===== config.mk =====
export PLATFORM = sky130hd
export DESIGN_NAME = source_text_tokenizer_top
export DESIGN_NICKNAME = d
export VERILOG_FILES = /design/src/sv/stt_pkg.sv /design/src/sv/stt_front.sv /design/src/sv/stt_queue.sv /design/src/sv/source_text_tokenizer_top.sv
export SDC_FILE = /design/constraint.sdc
export NUM_CORES = 1
export LEC_CHECK = 0
export BUFFER_PORTS_ARGS = -buffer_cell sky130_fd_sc_hd__buf_2
export CAP_MARGIN = 20
export CORE_MARGIN = 5
export CORE_UTILIZATION = 55
export DETAILED_ROUTE_END_ITERATION = 16
export PLACE_DENSITY_LB_ADDON = 0.15
export SLEW_MARGIN = 20
export SYNTH_ARGS = -nofsm -noshare
export SYNTH_HDL_FRONTEND = slang
export SYNTH_SLANG_ARGS = --single-unit

===== constraint.sdc =====
create_clock -name clk_i -period 7.8 [get_ports clk_i]
set_clock_uncertainty 0.05 [all_clocks]
set_input_delay 0.78 -clock clk_i [delete_from_list [all_inputs] [get_ports clk_i]]
set_output_delay 0.78 -clock clk_i [all_outputs]
set_load 0.03 [all_outputs]

===== src/sv/stt_pkg.sv =====
`timescale 1ns / 1ps
`default_nettype none
package stt_pkg;

  localparam int KW_COUNT = 13;
  localparam int KW_BYTES = 8;
  localparam int Q_DEPTH = 4;
  localparam int QAW = $clog2(Q_DEPTH);

  localparam logic [5:0] K_STRING = 6'd33;
  localparam logic [5:0] K_NUMBER = 6'd34;
  localparam logic [5:0] K_IDENT  = 6'd35;
  localparam logic [5:0] K_END    = 6'd47;

  localparam logic [2:0] E_NONE      = 3'd0;
  localparam logic [2:0] E_FLOAT     = 3'd1;
  localparam logic [2:0] E_STRING    = 3'd2;
  localparam logic [2:0] E_FORBIDDEN = 3'd3;
  localparam logic [2:0] E_DIGIT_ID  = 3'd4;

  localparam logic [1:0] TAG_DIGITS = 2'd0;
  localparam logic [1:0] TAG_TRUE   = 2'd1;
  localparam logic [1:0] TAG_FALSE  = 2'd2;

  // keyword text, first byte in the lowest bits
  localparam logic [KW_BYTES*8-1:0] KW_TEXT [KW_COUNT] = '{
    64'("fi"), 64'("esle"), 64'("elihw"), 64'("rof"), 64'("tel"), 64'("eurt"),
    64'("eslaf"), 64'("nruter"), 64'("tnirp"), 64'("ssalc"), 64'("eunitnoc"),
    64'("kaerb"), 64'("cnuf")
  };
  localparam logic [15:0] KW_LEN [KW_COUNT] = '{
    16'd2, 16'd4, 16'd5, 16'd3, 16'd3, 16'd4, 16'd5, 16'd6, 16'd5, 16'd5, 16'd8,
    16'd5, 16'd4
  };
  localparam logic [5:0] KW_KIND [KW_COUNT] = '{
    6'd36, 6'd37, 6'd38, 6'd39, 6'd40, K_NUMBER, K_NUMBER, 6'd41, 6'd42, 6'd43,
    6'd44, 6'd45, 6'd46
  };
  localparam logic [1:0] KW_TAG [KW_COUNT] = '{
    TAG_DIGITS, TAG_DIGITS, TAG_DIGITS, TAG_DIGITS, TAG_DIGITS, TAG_TRUE,
    TAG_FALSE, TAG_DIGITS, TAG_DIGITS, TAG_DIGITS, TAG_DIGITS, TAG_DIGITS,
    TAG_DIGITS
  };

  typedef struct packed {
    logic [5:0]  kind;
    logic [15:0] line;
    logic [15:0] column;
    logic [15:0] length;
    logic [1:0]  tag;
    logic [2:0]  err;
    logic        last;
  } res_t;

  typedef struct packed {
    logic [1:0] cnt;
    res_t       r0;
    res_t       r1;
  } push_t;

endpackage
`default_nettype wire


===== src/sv/stt_front.sv =====
`timescale 1ns / 1ps
`default_nettype none
module stt_front #(
  parameter int KEYWORD_CHARS = 8,
  parameter int LINE_BITS = 16,
  parameter int COLUMN_BITS = 16
) (
  input  wire logic         clk_i,
  input  wire logic         rst_ni,
  input  wire logic         fire_i,
  input  wire logic         op_i,
  input  wire logic [7:0]   ch_i,
  output stt_pkg::push_t    push_o
);
  import stt_pkg::*;

  localparam int KB = KEYWORD_CHARS * 8;
  localparam int CW = (COLUMN_BITS > 16) ? COLUMN_BITS : 16;

  typedef enum logic [5:0] {
    S_EQ, S_PLUS, S_PLUSPLUS, S_PLUSEQ, S_MINUS, S_MINUSMINUS, S_MINUSEQ,
    S_SLASH, S_SLASHEQ, S_STAR, S_STAREQ, S_MOD, S_MODEQ, S_LBRACE, S_RBRACE,
    S_LPAREN, S_RPAREN, S_OR, S_OROR, S_AND, S_ANDAND, S_EQEQ, S_LT, S_GT,
    S_LTEQ, S_GTEQ, S_NOT, S_NOTEQ, S_SEMI, S_POINT, S_COMMA, S_COLON, S_QMARK,
    S_START, S_WS, S_LCOMM, S_BCOMM, S_BCOMMSTAR, S_BCOMMEND, S_INT, S_INTERR,
    S_FLOATERR, S_FLOAT, S_STRERR, S_STR, S_CHRERR, S_CHR, S_ID
  } state_e;

  function automatic logic is_digit(input logic [7:0] c);
    return c >= "0" && c <= "9";
  endfunction

  function automatic logic is_ids(input logic [7:0] c);
    return (c >= "a" && c <= "z") || (c >= "A" && c <= "Z") || c == "_";
  endfunction

  function automatic logic is_ws(input logic [7:0] c);
    return c == 8'h09 || c == 8'h0a || c == " ";
  endfunction

  // returns {arc found, next state}
  function automatic logic [6:0] next_state(input state_e s, input logic [7:0] c);
    logic ok;
    state_e n;
    ok = 1'b1;
    n = S_START;
    case (s)
      S_START: begin
        case (c)
          "=": n = S_EQ;
          "+": n = S_PLUS;
          "-": n = S_MINUS;
          "/": n = S_SLASH;
          "*": n = S_STAR;
          "%": n = S_MOD;
          "{": n = S_LBRACE;
          "}": n = S_RBRACE;
          "(": n = S_LPAREN;
          ")": n = S_RPAREN;
          "|": n = S_OR;
          "&": n = S_AND;
          "<": n = S_LT;
          ">": n = S_GT;
          "!": n = S_NOT;
          ";": n = S_SEMI;
          ".": n = S_POINT;
          ",": n = S_COMMA;
          ":": n = S_COLON;
          "?": n = S_QMARK;
          8'h22: n = S_STRERR;
          8'h27: n = S_CHRERR;
          8'h09, 8'h0a, " ": n = S_WS;
          default: begin
            if (is_digit(c)) n = S_INT;
            else if (is_ids(c)) n = S_ID;
            else ok = 1'b0;
          end
        endcase
      end
      S_PLUS: begin
        if (c == "+") n = S_PLUSPLUS;
        else if (c == "=") n = S_PLUSEQ;
        else ok = 1'b0;
      end
      S_MINUS: begin
        if (c == "-") n = S_MINUSMINUS;
        else if (c == "=") n = S_MINUSEQ;
        else ok = 1'b0;
      end
      S_SLASH: begin
        if (c == "=") n = S_SLASHEQ;
        else if (c == "/") n = S_LCOMM;
        else if (c == "*") n = S_BCOMM;
        else ok = 1'b0;
      end
      S_STAR: begin n = S_STAREQ; ok = (c == "="); end
      S_MOD:  begin n = S_MODEQ;  ok = (c == "="); end
      S_OR:   begin n = S_OROR;   ok = (c == "|"); end
      S_AND:  begin n = S_ANDAND; ok = (c == "&"); end
      S_EQ:   begin n = S_EQEQ;   ok = (c == "="); end
      S_LT:   begin n = S_LTEQ;   ok = (c == "="); end
      S_GT:   begin n = S_GTEQ;   ok = (c == "="); end
      S_NOT:  begin n = S_NOTEQ;  ok = (c == "="); end
      S_LCOMM: begin n = S_LCOMM; ok = (c != 8'h0a); end
      S_BCOMM: n = (c == "*") ? S_BCOMMSTAR : S_BCOMM;
      S_BCOMMSTAR: n = (c == "/") ? S_BCOMMEND : S_BCOMM;
      S_INT: begin
        if (is_ids(c)) n = S_INTERR;
        else if (is_digit(c)) n = S_INT;
        else if (c == ".") n = S_FLOATERR;
        else ok = 1'b0;
      end
      S_FLOATERR, S_FLOAT: begin n = S_FLOAT; ok = is_digit(c); end
      S_STRERR: begin
        if (c == 8'h22) n = S_STR;
        else begin n = S_STRERR; ok = (c != 8'h0a); end
      end
      S_CHRERR: begin
        if (c == 8'h27) n = S_CHR;
        else begin n = S_CHRERR; ok = (c != 8'h0a); end
      end
      S_ID: begin n = S_ID; ok = is_ids(c) || is_digit(c); end
      S_WS: begin n = S_WS; ok = is_ws(c); end
      default: ok = 1'b0;
    endcase
    return {ok, n};
  endfunction

  state_e                 state_q, state_d;
  logic [LINE_BITS-1:0]   line_q, line_d;
  logic [COLUMN_BITS-1:0] col_q, col_d;
  logic [15:0]            len_q, len_d;
  logic [KB-1:0]          kbuf_q, kbuf_d;
  logic                   halted_q, halted_d;
  push_t                  push_q, push_d;

  logic [6:0]    ns1, ns2;
  logic          tok_ok;
  logic [2:0]    close_err;
  res_t          tok, end_res;
  logic [CW-1:0] colx, lenx;
  logic [15:0]   tok_col, line16, col16;
  logic          do_consume;
  state_e        base_state;
  logic [15:0]   base_len;
  logic [KB-1:0] base_kbuf;

  assign ns1 = next_state(state_q, ch_i);
  assign ns2 = next_state(S_START, ch_i);
  assign colx = CW'(col_q);
  assign lenx = CW'(len_q);
  assign tok_col = (colx >= lenx) ? 16'(colx - lenx) : 16'd0;
  assign line16 = 16'(line_q);
  assign col16 = 16'(col_q);

  always_comb begin
    tok_ok = 1'b0;
    close_err = E_NONE;
    tok = '0;
    tok.line = line16;
    tok.column = tok_col;
    tok.length = len_q;
    if (state_q <= S_QMARK) begin
      tok_ok = 1'b1;
      tok.kind = 6'(state_q);
    end else begin
      case (state_q)
        S_STR, S_CHR: begin tok_ok = 1'b1; tok.kind = K_STRING; end
        S_INT, S_FLOAT: begin tok_ok = 1'b1; tok.kind = K_NUMBER; end
        S_ID: begin
          tok_ok = 1'b1;
          tok.kind = K_IDENT;
          for (int i = KW_COUNT - 1; i >= 0; i--) begin
            if (len_q == KW_LEN[i] && kbuf_q == KB'(KW_TEXT[i])) begin
              tok.kind = KW_KIND[i];
              tok.tag = KW_TAG[i];
            end
          end
        end
        S_FLOATERR: close_err = E_FLOAT;
        S_STRERR, S_CHRERR: close_err = E_STRING;
        S_START: close_err = E_FORBIDDEN;
        S_INTERR: close_err = E_DIGIT_ID;
        default: close_err = E_NONE;
      endcase
    end
  end

  always_comb begin
    state_d = state_q;
    line_d = line_q;
    col_d = col_q;
    len_d = len_q;
    kbuf_d = kbuf_q;
    halted_d = halted_q;
    push_d = '0;
    end_res = '0;
    end_res.kind = K_END;
    end_res.line = line16;
    end_res.column = col16;
    end_res.last = 1'b1;
    do_consume = 1'b0;
    base_state = state_q;
    base_len = len_q;
    base_kbuf = kbuf_q;
    if (fire_i) begin
      if (op_i) begin
        if (!halted_q) begin
          end_res.err = close_err;
          if (tok_ok) begin
            push_d.cnt = 2'd2;
            push_d.r0 = tok;
            push_d.r1 = end_res;
          end else begin
            push_d.cnt = 2'd1;
            push_d.r0 = end_res;
          end
        end
        state_d = S_START;
        line_d = LINE_BITS'(1);
        col_d = COLUMN_BITS'(1);
        len_d = '0;
        kbuf_d = '0;
        halted_d = 1'b0;
      end else if (!halted_q) begin
        if (ns1[6]) begin
          do_consume = 1'b1;
        end else if (close_err != E_NONE) begin
          end_res.err = close_err;
          push_d.cnt = 2'd1;
          push_d.r0 = end_res;
          halted_d = 1'b1;
        end else begin
          end_res.err = E_FORBIDDEN;
          if (tok_ok) begin
            push_d.r0 = tok;
            push_d.r1 = end_res;
          end else begin
            push_d.r0 = end_res;
          end
          if (ns2[6]) begin
            do_consume = 1'b1;
            base_state = S_START;
            base_len = '0;
            base_kbuf = '0;
            push_d.cnt = {1'b0, tok_ok};
          end else begin
            push_d.cnt = tok_ok ? 2'd2 : 2'd1;
            halted_d = 1'b1;
          end
        end
      end
    end
    if (do_consume) begin
      state_d = state_e'(ns1[6] ? ns1[5:0] : ns2[5:0]);
      len_d = base_len;
      kbuf_d = base_kbuf;
      if (base_state != S_WS) begin
        for (int i = 0; i < KEYWORD_CHARS; i++) begin
          if (base_len == 16'(i)) kbuf_d[i*8 +: 8] = ch_i;
        end
        if (base_len != 16'hffff) len_d = base_len + 16'd1;
      end
      if (ch_i == 8'h0a) begin
        if (line_q != '1) line_d = line_q + LINE_BITS'(1);
        col_d = COLUMN_BITS'(1);
      end else if (col_q != '1) begin
        col_d = col_q + COLUMN_BITS'(1);
      end
    end
  end

  always_ff @(posedge clk_i or negedge rst_ni) begin
    if (!rst_ni) begin
      state_q <= S_START;
      line_q <= LINE_BITS'(1);
      col_q <= COLUMN_BITS'(1);
      len_q <= '0;
      kbuf_q <= '0;
      halted_q <= 1'b0;
      push_q <= '0;
    end else begin
      state_q <= state_d;
      line_q <= line_d;
      col_q <= col_d;
      len_q <= len_d;
      kbuf_q <= kbuf_d;
      halted_q <= halted_d;
      push_q <= push_d;
    end
  end

  assign push_o = push_q;

endmodule
`default_nettype wire


===== src/sv/stt_queue.sv =====
`timescale 1ns / 1ps
`default_nettype none
module stt_queue (
  input  wire logic          clk_i,
  input  wire logic          rst_ni,
  input  stt_pkg::push_t     push_i,
  output logic               room_o,
  output logic               valid_o,
  input  wire logic          ready_i,
  output stt_pkg::res_t      head_o
);
  import stt_pkg::*;

  res_t           mem_q [Q_DEPTH];
  logic [QAW-1:0] wptr_q, rptr_q;
  logic [QAW:0]   count_q;
  logic           pop;

  assign pop = valid_o && ready_i;
  assign valid_o = count_q != '0;
  assign head_o = mem_q[rptr_q];
  // two entries free, counting words still held in the front register, before this cycle's pop
  assign room_o = (count_q + (QAW + 1)'(push_i.cnt)) <= (QAW + 1)'(Q_DEPTH - 2);

  always_ff @(posedge clk_i) begin
    if (push_i.cnt != 2'd0) mem_q[wptr_q] <= push_i.r0;
    if (push_i.cnt == 2'd2) mem_q[wptr_q + QAW'(1)] <= push_i.r1;
  end

  always_ff @(posedge clk_i or negedge rst_ni) begin
    if (!rst_ni) begin
      wptr_q <= '0;
      rptr_q <= '0;
      count_q <= '0;
    end else begin
      wptr_q <= wptr_q + QAW'(push_i.cnt);
      if (pop) rptr_q <= rptr_q + QAW'(1);
      count_q <= count_q + (QAW + 1)'(push_i.cnt) - (QAW + 1)'(pop);
    end
  end

endmodule
`default_nettype wire


===== src/sv/source_text_tokenizer_top.sv =====
`timescale 1ns / 1ps
`default_nettype none
// Source text lexer taking one byte per cycle, or an end mark on tuser. A
// front stage walks the character automaton, closes tokens, matches keywords
// and keeps line, column and length counters; it emits zero, one or two result
// words per input word into a four-entry queue that feeds the output. A result
// passes through the front register and the queue memory. The front sustains
// one input word per cycle; it stalls only while the queue, counting the words
// still held in the front register, has fewer than two free entries, so words
// that yield two results, or a stalled output, slow the input to the output
// rate of one result per cycle.
module source_text_tokenizer_top #(
  parameter int KEYWORD_CHARS = 8,
  parameter int LINE_BITS = 16,
  parameter int COLUMN_BITS = 16
) (
  input  wire logic        clk_i,
  input  wire logic        rst_ni,
  input  wire logic        s_axis_tvalid_i,
  output logic             s_axis_tready_o,
  input  wire logic [7:0]  s_axis_tdata_i,  // ch
  input  wire logic        s_axis_tuser_i,  // op
  output logic             m_axis_tvalid_o,
  input  wire logic        m_axis_tready_i,
  output logic [55:0]      m_axis_tdata_o,  // line, column, length, literal_tag, error_code
  output logic [5:0]       m_axis_tuser_o,  // kind
  output logic             m_axis_tlast_o
);
  import stt_pkg::*;

  push_t push;
  res_t  head;
  logic  room;

  assign s_axis_tready_o = room;

  stt_front #(
    .KEYWORD_CHARS(KEYWORD_CHARS),
    .LINE_BITS(LINE_BITS),
    .COLUMN_BITS(COLUMN_BITS)
  ) u_front (
    .clk_i(clk_i),
    .rst_ni(rst_ni),
    .fire_i(s_axis_tvalid_i && room),
    .op_i(s_axis_tuser_i),
    .ch_i(s_axis_tdata_i),
    .push_o(push)
  );

  stt_queue u_queue (
    .clk_i(clk_i),
    .rst_ni(rst_ni),
    .push_i(push),
    .room_o(room),
    .valid_o(m_axis_tvalid_o),
    .ready_i(m_axis_tready_i),
    .head_o(head)
  );

  assign m_axis_tdata_o = {3'b000, head.err, head.tag, head.length, head.column, head.line};
  assign m_axis_tuser_o = head.kind;
  assign m_axis_tlast_o = head.last;

endmodule
`default_nettype wire


==> flow_summary.rst, run 1 <==
.. list-table::
   :header-rows: 1

   * - Metric
     - Value
   * - CTS tree
     - yes
   * - Wire length of the first global-routing pass
     - ~100,000 um
   * - Maximum number of pins on one net before global-route repair
     - between 150 and 200
   * - Remaining number of nets flagged by the antenna check after routing
     - 0
   * - Overall die area
     - between 40,000 and 50,000 um2
   * - Buffer levels on the longest clock path
     - 3
   * - Master of the slowest instance on the critical path
     - dfstp_2
   * - Flip-flop and latch count after synthesis
     - around 460
   * - Number of antenna violations at the first check in global routing
     - 1
   * - Register area share after synthesis
     - 0.5350
   * - Vias in the first global route
     - about 17,000
   * - Nature of the critical path startpoint
     - flop
   * - Max Clk Rate
     - approximately 0.20 GHz
   * - Detailed-routing iteration count for the pre-antenna-repair pass
     - 6
   * - PortBufs
     - 74
   * - RePlAce Congestion
     - roughly 0.95
   * - Number of buffers inserted during clock tree synthesis
     - 48
   * - Library cells used by synthesis
     - 94
   * - Crit share post-route
     - 0.6441
   * - Worst Setup Path Type
     - reg2reg
   * - Class of the worst hold path
     - in2async
   * - Share of final-layout standard cells stronger than drive strength 1
     - 0.1593
   * - Worst slew margin relative to its limit
     - 0.2745
   * - Dominant register cell in the synthesized netlist
     - edfxtp_1
   * - Fill cells
     - between 3,000 and 4,000
   * - Resized Gates After CTS
     - 0
   * - Via Count
     - approximately 18,000
   * - ANT cells
     - 0
   * - Arrival @ worst endpoint
     - between 5 and 6 ns
   * - I/O pins
     - 78
   * - Count of mapped cells out of synthesis
     - roughly 2,200
   * - Count of clock tree sinks
     - 464
   * - Area fraction of the dominant cell type after synthesis
     - 0.3008
   * - Most repeated library cell on the critical path
     - and4_1
   * - DRC
     - 0
   * - 1st-iter DRT viols
     - around 1,900
   * - Initial core utilization
     - 0.5562
   * - Hold-fix buffer count after cts
     - 0
   * - Sequential Area
     - between 10,000 and 15,000 um2
   * - Average detailed-routed wire length per instance
     - roughly 23 um
   * - Worst Max-Slew Pin Slew
     - 1.088 ns
   * - Final-layout setup total negative slack
     - 0 ns
   * - Asr flop ratio synth
     - 0.4828
   * - Commonest cells after routing, fill and taps aside
     - nand2_1, edfxtp_1, dfrtp_1, and2_1, nor2_1
   * - Data required time of the worst path
     - slightly above 8 ns
   * - Core Rows
     - 76
   * - Power per Cell Area
     - approximately 290 nW/um2
   * - Avg Synthesized Cell Area
     - ~11 um2
   * - Post-layout net count
     - between 2,000 and 2,500
   * - Final Max Tran Viols
     - 0
   * - Clock-pin slew of the registers on the worst-case setup and hold paths
     - 0.06 ns
   * - HPWL after detailed placement
     - around 42,000 um
   * - Via/cell ratio
     - about 6.3
   * - Maximum fanout encountered on the critical timing path
     - 34
   * - Leakage power total
     - around 11 nW
   * - Number of warnings reported in the yosys synthesis log
     - 0
   * - Hold violation total from the final report
     - 0
   * - Root buf cell
     - clkbuf_16
   * - Die span in x
     - about 220 um
   * - Cell type with the highest aggregate area in the netlist
     - edfxtp_1
   * - Vertical die dimension
     - roughly 220 um
   * - Shortest period the worst path allows
     - between 5 and 6 ns
   * - Setup repair after global routing missed its margin
     - no
   * - IR drop worst, VDD
     - 267.2 uV
   * - CP Cell Sequence
     - or4b_2 -> nor4_1 -> a211oi_1 -> nand3_1 -> or4b_1 -> buf_4 -> nor2_4 -> nor2_1 -> ha_1 -> nand2_1 -> or4_1 -> and4_1 -> o2111a_2 -> and4_1 -> a211o_1
   * - Setup violations, final
     - 0
   * - Type of element capturing the critical path
     - flop
   * - Insertion delay of the later-clocked pin in the worst-skew pair
     - between 0.5 and 0.6 ns
   * - Number of maximum-capacitance violations
     - 0
   * - Area occupied by multi-input gates
     - approximately 10,000 um2
   * - Global-route usage over all layers
     - 0.2696
   * - Total core area
     - around 43,000 um2
   * - Post-CTS Setup Repair Bufs
     - 0
   * - Depth of the CTS H-tree
     - 2
   * - Crit-path max cell delay
     - about 0.93 ns
   * - Post-route total power
     - 7.675 mW
   * - Non-Filler Instances
     - 2,794
   * - Number of flops mapped to enable cells by yosys
     - between 200 and 250
   * - Overflow after GRT
     - 0
   * - Number of placed cells counting well taps
     - around 2,700
   * - Run status
     - finished, final reports clean
   * - Area added between synthesis and finish
     - 10.14%
   * - DRT Wirelength
     - 64,090 um
   * - Cell area after technology mapping
     - 23,960 um2
   * - Most common cell after layout, fill and taps aside
     - nand2_1
   * - Most area-consuming cells after synthesis
     - edfxtp_1, dfrtp_1, nand2_1
## report_power, final
part	switching [mW]	internal [mW]	leakage, nW
sequential	0.231	2.74	5.25
combinational	1.52	0.853	4.64
clock	0.962	1.36	0.779
total	2.71	4.96	10.7
## Yosys cell counts, drive strengths merged, types with 16 or more instances
library cell,instances
nor4,31
o21ai,51
and2,134
and3,32
a21oi,76
mux2,71
nand2,364
xnor2,20
inv,37
ha,27
buf,48
nand3,66
nor2b,16
a31oi,21
dfrtp,220
nor3,67
nand4,32
edfxtp,240
clkbuf,90
nor2,100
a21o,18
mux4,60
a22o,68
## worst max-delay path, delay by kind of cell, from the launching register on
kind / cells / cell delay, ns
flops: 1 / 0.93
fa+ha+maj: 1 / 0.31
compound gates: 3 / 0.57
simple gates: 10 / 2.77
buf+inv: 1 / 0.26
## cell type report
type	count	area share
sequential	464	0.4859
multi-input combinational	1517	0.3972
clock buffer	75	0.05557
tap	585	0.02774
timing repair buffer	100	0.02229
clock inverter	14	0.005737
inverter	39	0.005548
## through the flow
stage	utilization	area [um2]	setup slack [ns]	hold slack, ns
after floorplan	-	23970	2.096	0.4235
after global placement	0.5749	24760	2.405	0.4396
after detailed placement	0.5750	24770	2.272	0.4427
after CTS	0.6126	26390	2.873	0.09884
after global routing	0.6126	26390	2.542	0.1208
final	0.6126	26390	2.776	0.08856
## cell families after synthesis
kind of cell,Yosys count,synth area share
and+or+nand+nor,954,0.2055
DFF,464,0.5350
AOI/OAI and AO/OA,370,0.1114
buffers and inverters,177,0.03170
muxes,133,0.09061
adders and majority gates,29,0.01577
xor gates and xnor gates,27,0.009871
other,1,0.0001565
## metal layers
metal	GRT usage	vias up	part of all wire
met1	0.4019	8889	0.44
met4	0.07097	0	0.022
met3	0.04142	100	0.069
met5	0	-	0
li1	-	8038	-
met2	0.4193	709	0.47
## worst paths after layout
path,from,to,slack [ns],cells after the start
setup / recovery,u_front.state_q[0],u_front.len_q[11],2.78,15
hold / removal,rst_ni,u_front.kbuf_q[29],0.09,1
setup reg to reg,u_front.state_q[0],u_front.len_q[11],2.78,15
hold reg to reg,u_front.kbuf_q[63],u_front.kbuf_q[63],0.46,1
max in group asynchronous,rst_ni,u_queue.rptr_q[0],6.20,2
min in group clk_i,u_front.kbuf_q[63],u_front.kbuf_q[63],0.46,1
## state kept, by name, summed over array words and instances, names as in the netlist
name and count:
u_front.state_q 6, u_front.kbuf_q 64, u_queue.wptr_q 2, u_queue.rptr_q 2, u_front.push_o 98, u_queue.count_q 3, u_front.col16 16, u_front.halted_q 1
u_front.line16 16, u_front.len_q 16, u_queue.mem_q 240
Note: power is estimated with default switching activity, not from simulation.
==> run 2, diff against run 1 <==
==> constraint.sdc (replaced) <==
create_clock -name clk_i -period 4.8 [get_ports clk_i]
set_clock_uncertainty 0.05 [all_clocks]
set_input_delay 0.48 -clock clk_i [delete_from_list [all_inputs] [get_ports clk_i]]
set_output_delay 0.48 -clock clk_i [all_outputs]
set_load 0.03 [all_outputs]
==> run 2 against run 1 <==
  * Non-clock buffer count increased by 39
  * Clock power is 62% higher
  * Worst hold slack better by 0.16 ns
  * Utilization increased by 0.61 points
  * Worst setup slack lost 2.4 ns
  * Cell area grew 1.0%
  * Die area is the same
==> flow_summary.rst, run 2 (synthesis gave the netlist of run 1 again) <==
.. list-table::
   :header-rows: 1

   * - Metric
     - Value
   * - Max Clk Rate
     - ~0.23 GHz
   * - Crit share post-route
     - 0.9229
   * - Setup violations, final
     - 0
   * - Number of cells on the worst hold path
     - 3
   * - Setup slack after layout
     - 0.3702 ns
   * - CTS tree
     - yes
   * - Detailed-routing iteration count for the pre-antenna-repair pass
     - 5
   * - Class of the worst hold path
     - in2reg
   * - HPWL after detailed placement
     - 43,440 um
   * - Run status
     - finished, final reports clean
   * - Type of element capturing the critical path
     - flop
   * - Vias in the first global route
     - 17,750
   * - Largest register FFs
     - 240
   * - Die span in x
     - around 220 um
   * - Crit-path max cell delay
     - between 0.4 and 0.5 ns
   * - Worst R2R Setup Slack
     - 0.37 ns
   * - Most repeated library cell on the critical path
     - nand2_1
   * - Master of the slowest instance on the critical path
     - nor3_1
   * - Maximum fanout encountered on the critical timing path
     - 9
   * - DRT Wirelength
     - between 60,000 and 70,000 um
   * - Share of final-layout standard cells stronger than drive strength 1
     - 0.1724
   * - Resized Gates After CTS
     - 0
   * - Hold worst-path end
     - u_front.push_o[120]
   * - Beginning of the worst hold path
     - s_axis_tuser_i
   * - Post-layout net count
     - 2,252
   * - Data required time of the worst path
     - approximately 5.2 ns
   * - Arrival @ worst endpoint
     - slightly below 5 ns
   * - I/O pins
     - 78
   * - Hold-fix buffer count after cts
     - 1
   * - IR drop worst, VDD
     - roughly 330 uV
   * - Most common cell after layout, fill and taps aside
     - nand2_1
   * - Overflow after GRT
     - 0
   * - Worst-case reg-to-reg path depth
     - 16
   * - Area added between synthesis and finish
     - 11.24%
   * - DRC
     - 0
   * - Remaining number of nets flagged by the antenna check after routing
     - 0
   * - Hold violation total from the final report
     - 0
   * - Shortest period the worst path allows
     - about 4.4 ns
   * - Number of maximum-capacitance violations
     - 0
   * - Total core area
     - about 43,000 um2
   * - Number of antenna violations at the first check in global routing
     - 0
   * - Overall die area
     - between 40,000 and 50,000 um2
   * - Worst slew margin relative to its limit
     - 0.2314
   * - Via Count
     - between 15,000 and 20,000
   * - Number of buffers inserted during clock tree synthesis
     - just under 50
   * - Buffer levels on the longest clock path
     - 3
   * - Average detailed-routed wire length per instance
     - between 20 and 25 um
   * - Count of clock tree sinks
     - around 460
   * - Worst Setup Path Type
     - reg2reg
   * - Final-layout setup total negative slack
     - 0 ns
   * - Initial core utilization
     - 0.5562
   * - PortBufs
     - 74
   * - Nature of the critical path startpoint
     - flop
   * - Core Rows
     - 76
   * - Clock-pin slew of the registers on the worst-case setup and hold paths
     - 0.06 ns
   * - Non-Filler Instances
     - between 2,000 and 3,000
   * - CP Cell Sequence
     - ha_1 -> fa_1 -> xnor2_1 -> o211ai_1 -> nor2_1 -> nand2_1 -> nor3_1 -> nand2_1 -> and2_1 -> ha_1 -> nand2_1 -> or4_1 -> and4_1 -> o2111a_2 -> a211oi_1 -> a211o_1
   * - Post-CTS Setup Repair Bufs
     - 0
   * - 1st-iter DRT viols
     - roughly 1,800
   * - Endpoint of the lowest-slack register-to-register path
     - u_front.len_q[9]
   * - Root buf cell
     - clkbuf_16
   * - Reg-to-reg startpoint
     - u_front.push_o[120]
   * - Power per Cell Area
     - 472.6 nW/um2
   * - Via/cell ratio
     - 6.327
   * - RePlAce Congestion
     - 0.9344
   * - Worst slack after detailed placement
     - ~0.41 ns
   * - Post-route total power
     - roughly 13 mW
   * - Register with the highest flop count
     - u_queue.mem_q
   * - Commonest cells after routing, fill and taps aside
     - nand2_1, edfxtp_1, dfrtp_1, and2_1, nor2_1
   * - Min Hold Slack
     - 0.2487 ns
   * - Wire length of the first global-routing pass
     - 102,700 um
   * - Vertical die dimension
     - approximately 220 um
   * - Leakage power total
     - approximately 11 nW
   * - Final Max Tran Viols
     - 0
   * - Worst Max-Slew Pin Slew
     - 1.138 ns
   * - Insertion delay of the later-clocked pin in the worst-skew pair
     - about 0.60 ns
   * - Depth of the CTS H-tree
     - 2
   * - Number of placed cells counting well taps
     - ~2,700
   * - Maximum number of pins on one net before global-route repair
     - 120
   * - Setup repair after global routing missed its margin
     - no
   * - Global-route usage over all layers
     - 0.2740
## run 2: final cells by class
| type | count | area, um2 |
|---|---|---|
| Antenna cell | 1 | 2.502 |
| Clock buffer | 62 | 1306 |
| Timing Repair Buffer | 139 | 883.3 |
| Fill cell | 3515 | 16420 |
| Inverter | 39 | 146.4 |
| Multi-Input combinational cell | 1517 | 10470 |
| Clock inverter | 30 | 285.3 |
| Sequential cell | 464 | 12820 |
| Tap cell | 585 | 732.0 |
## run 2: worst max path at each step
stage | startpoint | endpoint | slack [ns] | cells after the start
floorplan | s_axis_tdata_i[7] | u_front.len_q[11] | 0.78 | 18
global placement | s_axis_tdata_i[3] | u_front.len_q[11] | 0.50 | 15
detailed placement | s_axis_tdata_i[3] | u_front.len_q[11] | 0.41 | 15
CTS | u_front.push_o[120] | u_front.len_q[9] | 0.43 | 16
global route | u_front.push_o[120] | u_front.len_q[9] | 0.01 | 16
finish | u_front.push_o[120] | u_front.len_q[9] | 0.37 | 16
## run 2: stage by stage
stage | utilization | cell area [um2]
3_3_place_gp | 0.5814 | 25050
5_1_grt | 0.6187 | 26650
3_5_place_dp | 0.5814 | 25050
6_report | 0.6187 | 26650
4_1_cts | 0.6186 | 26650
2_1_floorplan | - | 23970
## run 2: metal layers
layer	track usage	share of wire	wire, um	vias to the layer above
li1	-	-	-	8137
met3	0.03837	0.063	4127	115
met1	0.3965	0.44	28650	9001
met2	0.4290	0.47	30590	696
met4	0.09797	0.032	2077	0
met5	0	0	0	-
## run 2: power breakdown
| part | internal [mW] | total (mW) | leakage, nW | switching, mW |
|---|---|---|---|---|
| sequential | 4.46 | 4.87 | 5.25 | 0.412 |
| combinational | 1.46 | 3.95 | 4.82 | 2.49 |
| clock | 2.16 | 3.78 | 0.786 | 1.62 |
| total | 8.08 | 12.6 | 10.9 | 4.52 |
## run 2: worst max-delay path: cells and delay by family (launching register included)
kind	cells	cell delay [ns]
compound gates	4	0.90
xor+xnor	1	0.29
fa+ha+maj	3	0.81
flops	1	0.44
simple gates	8	1.82
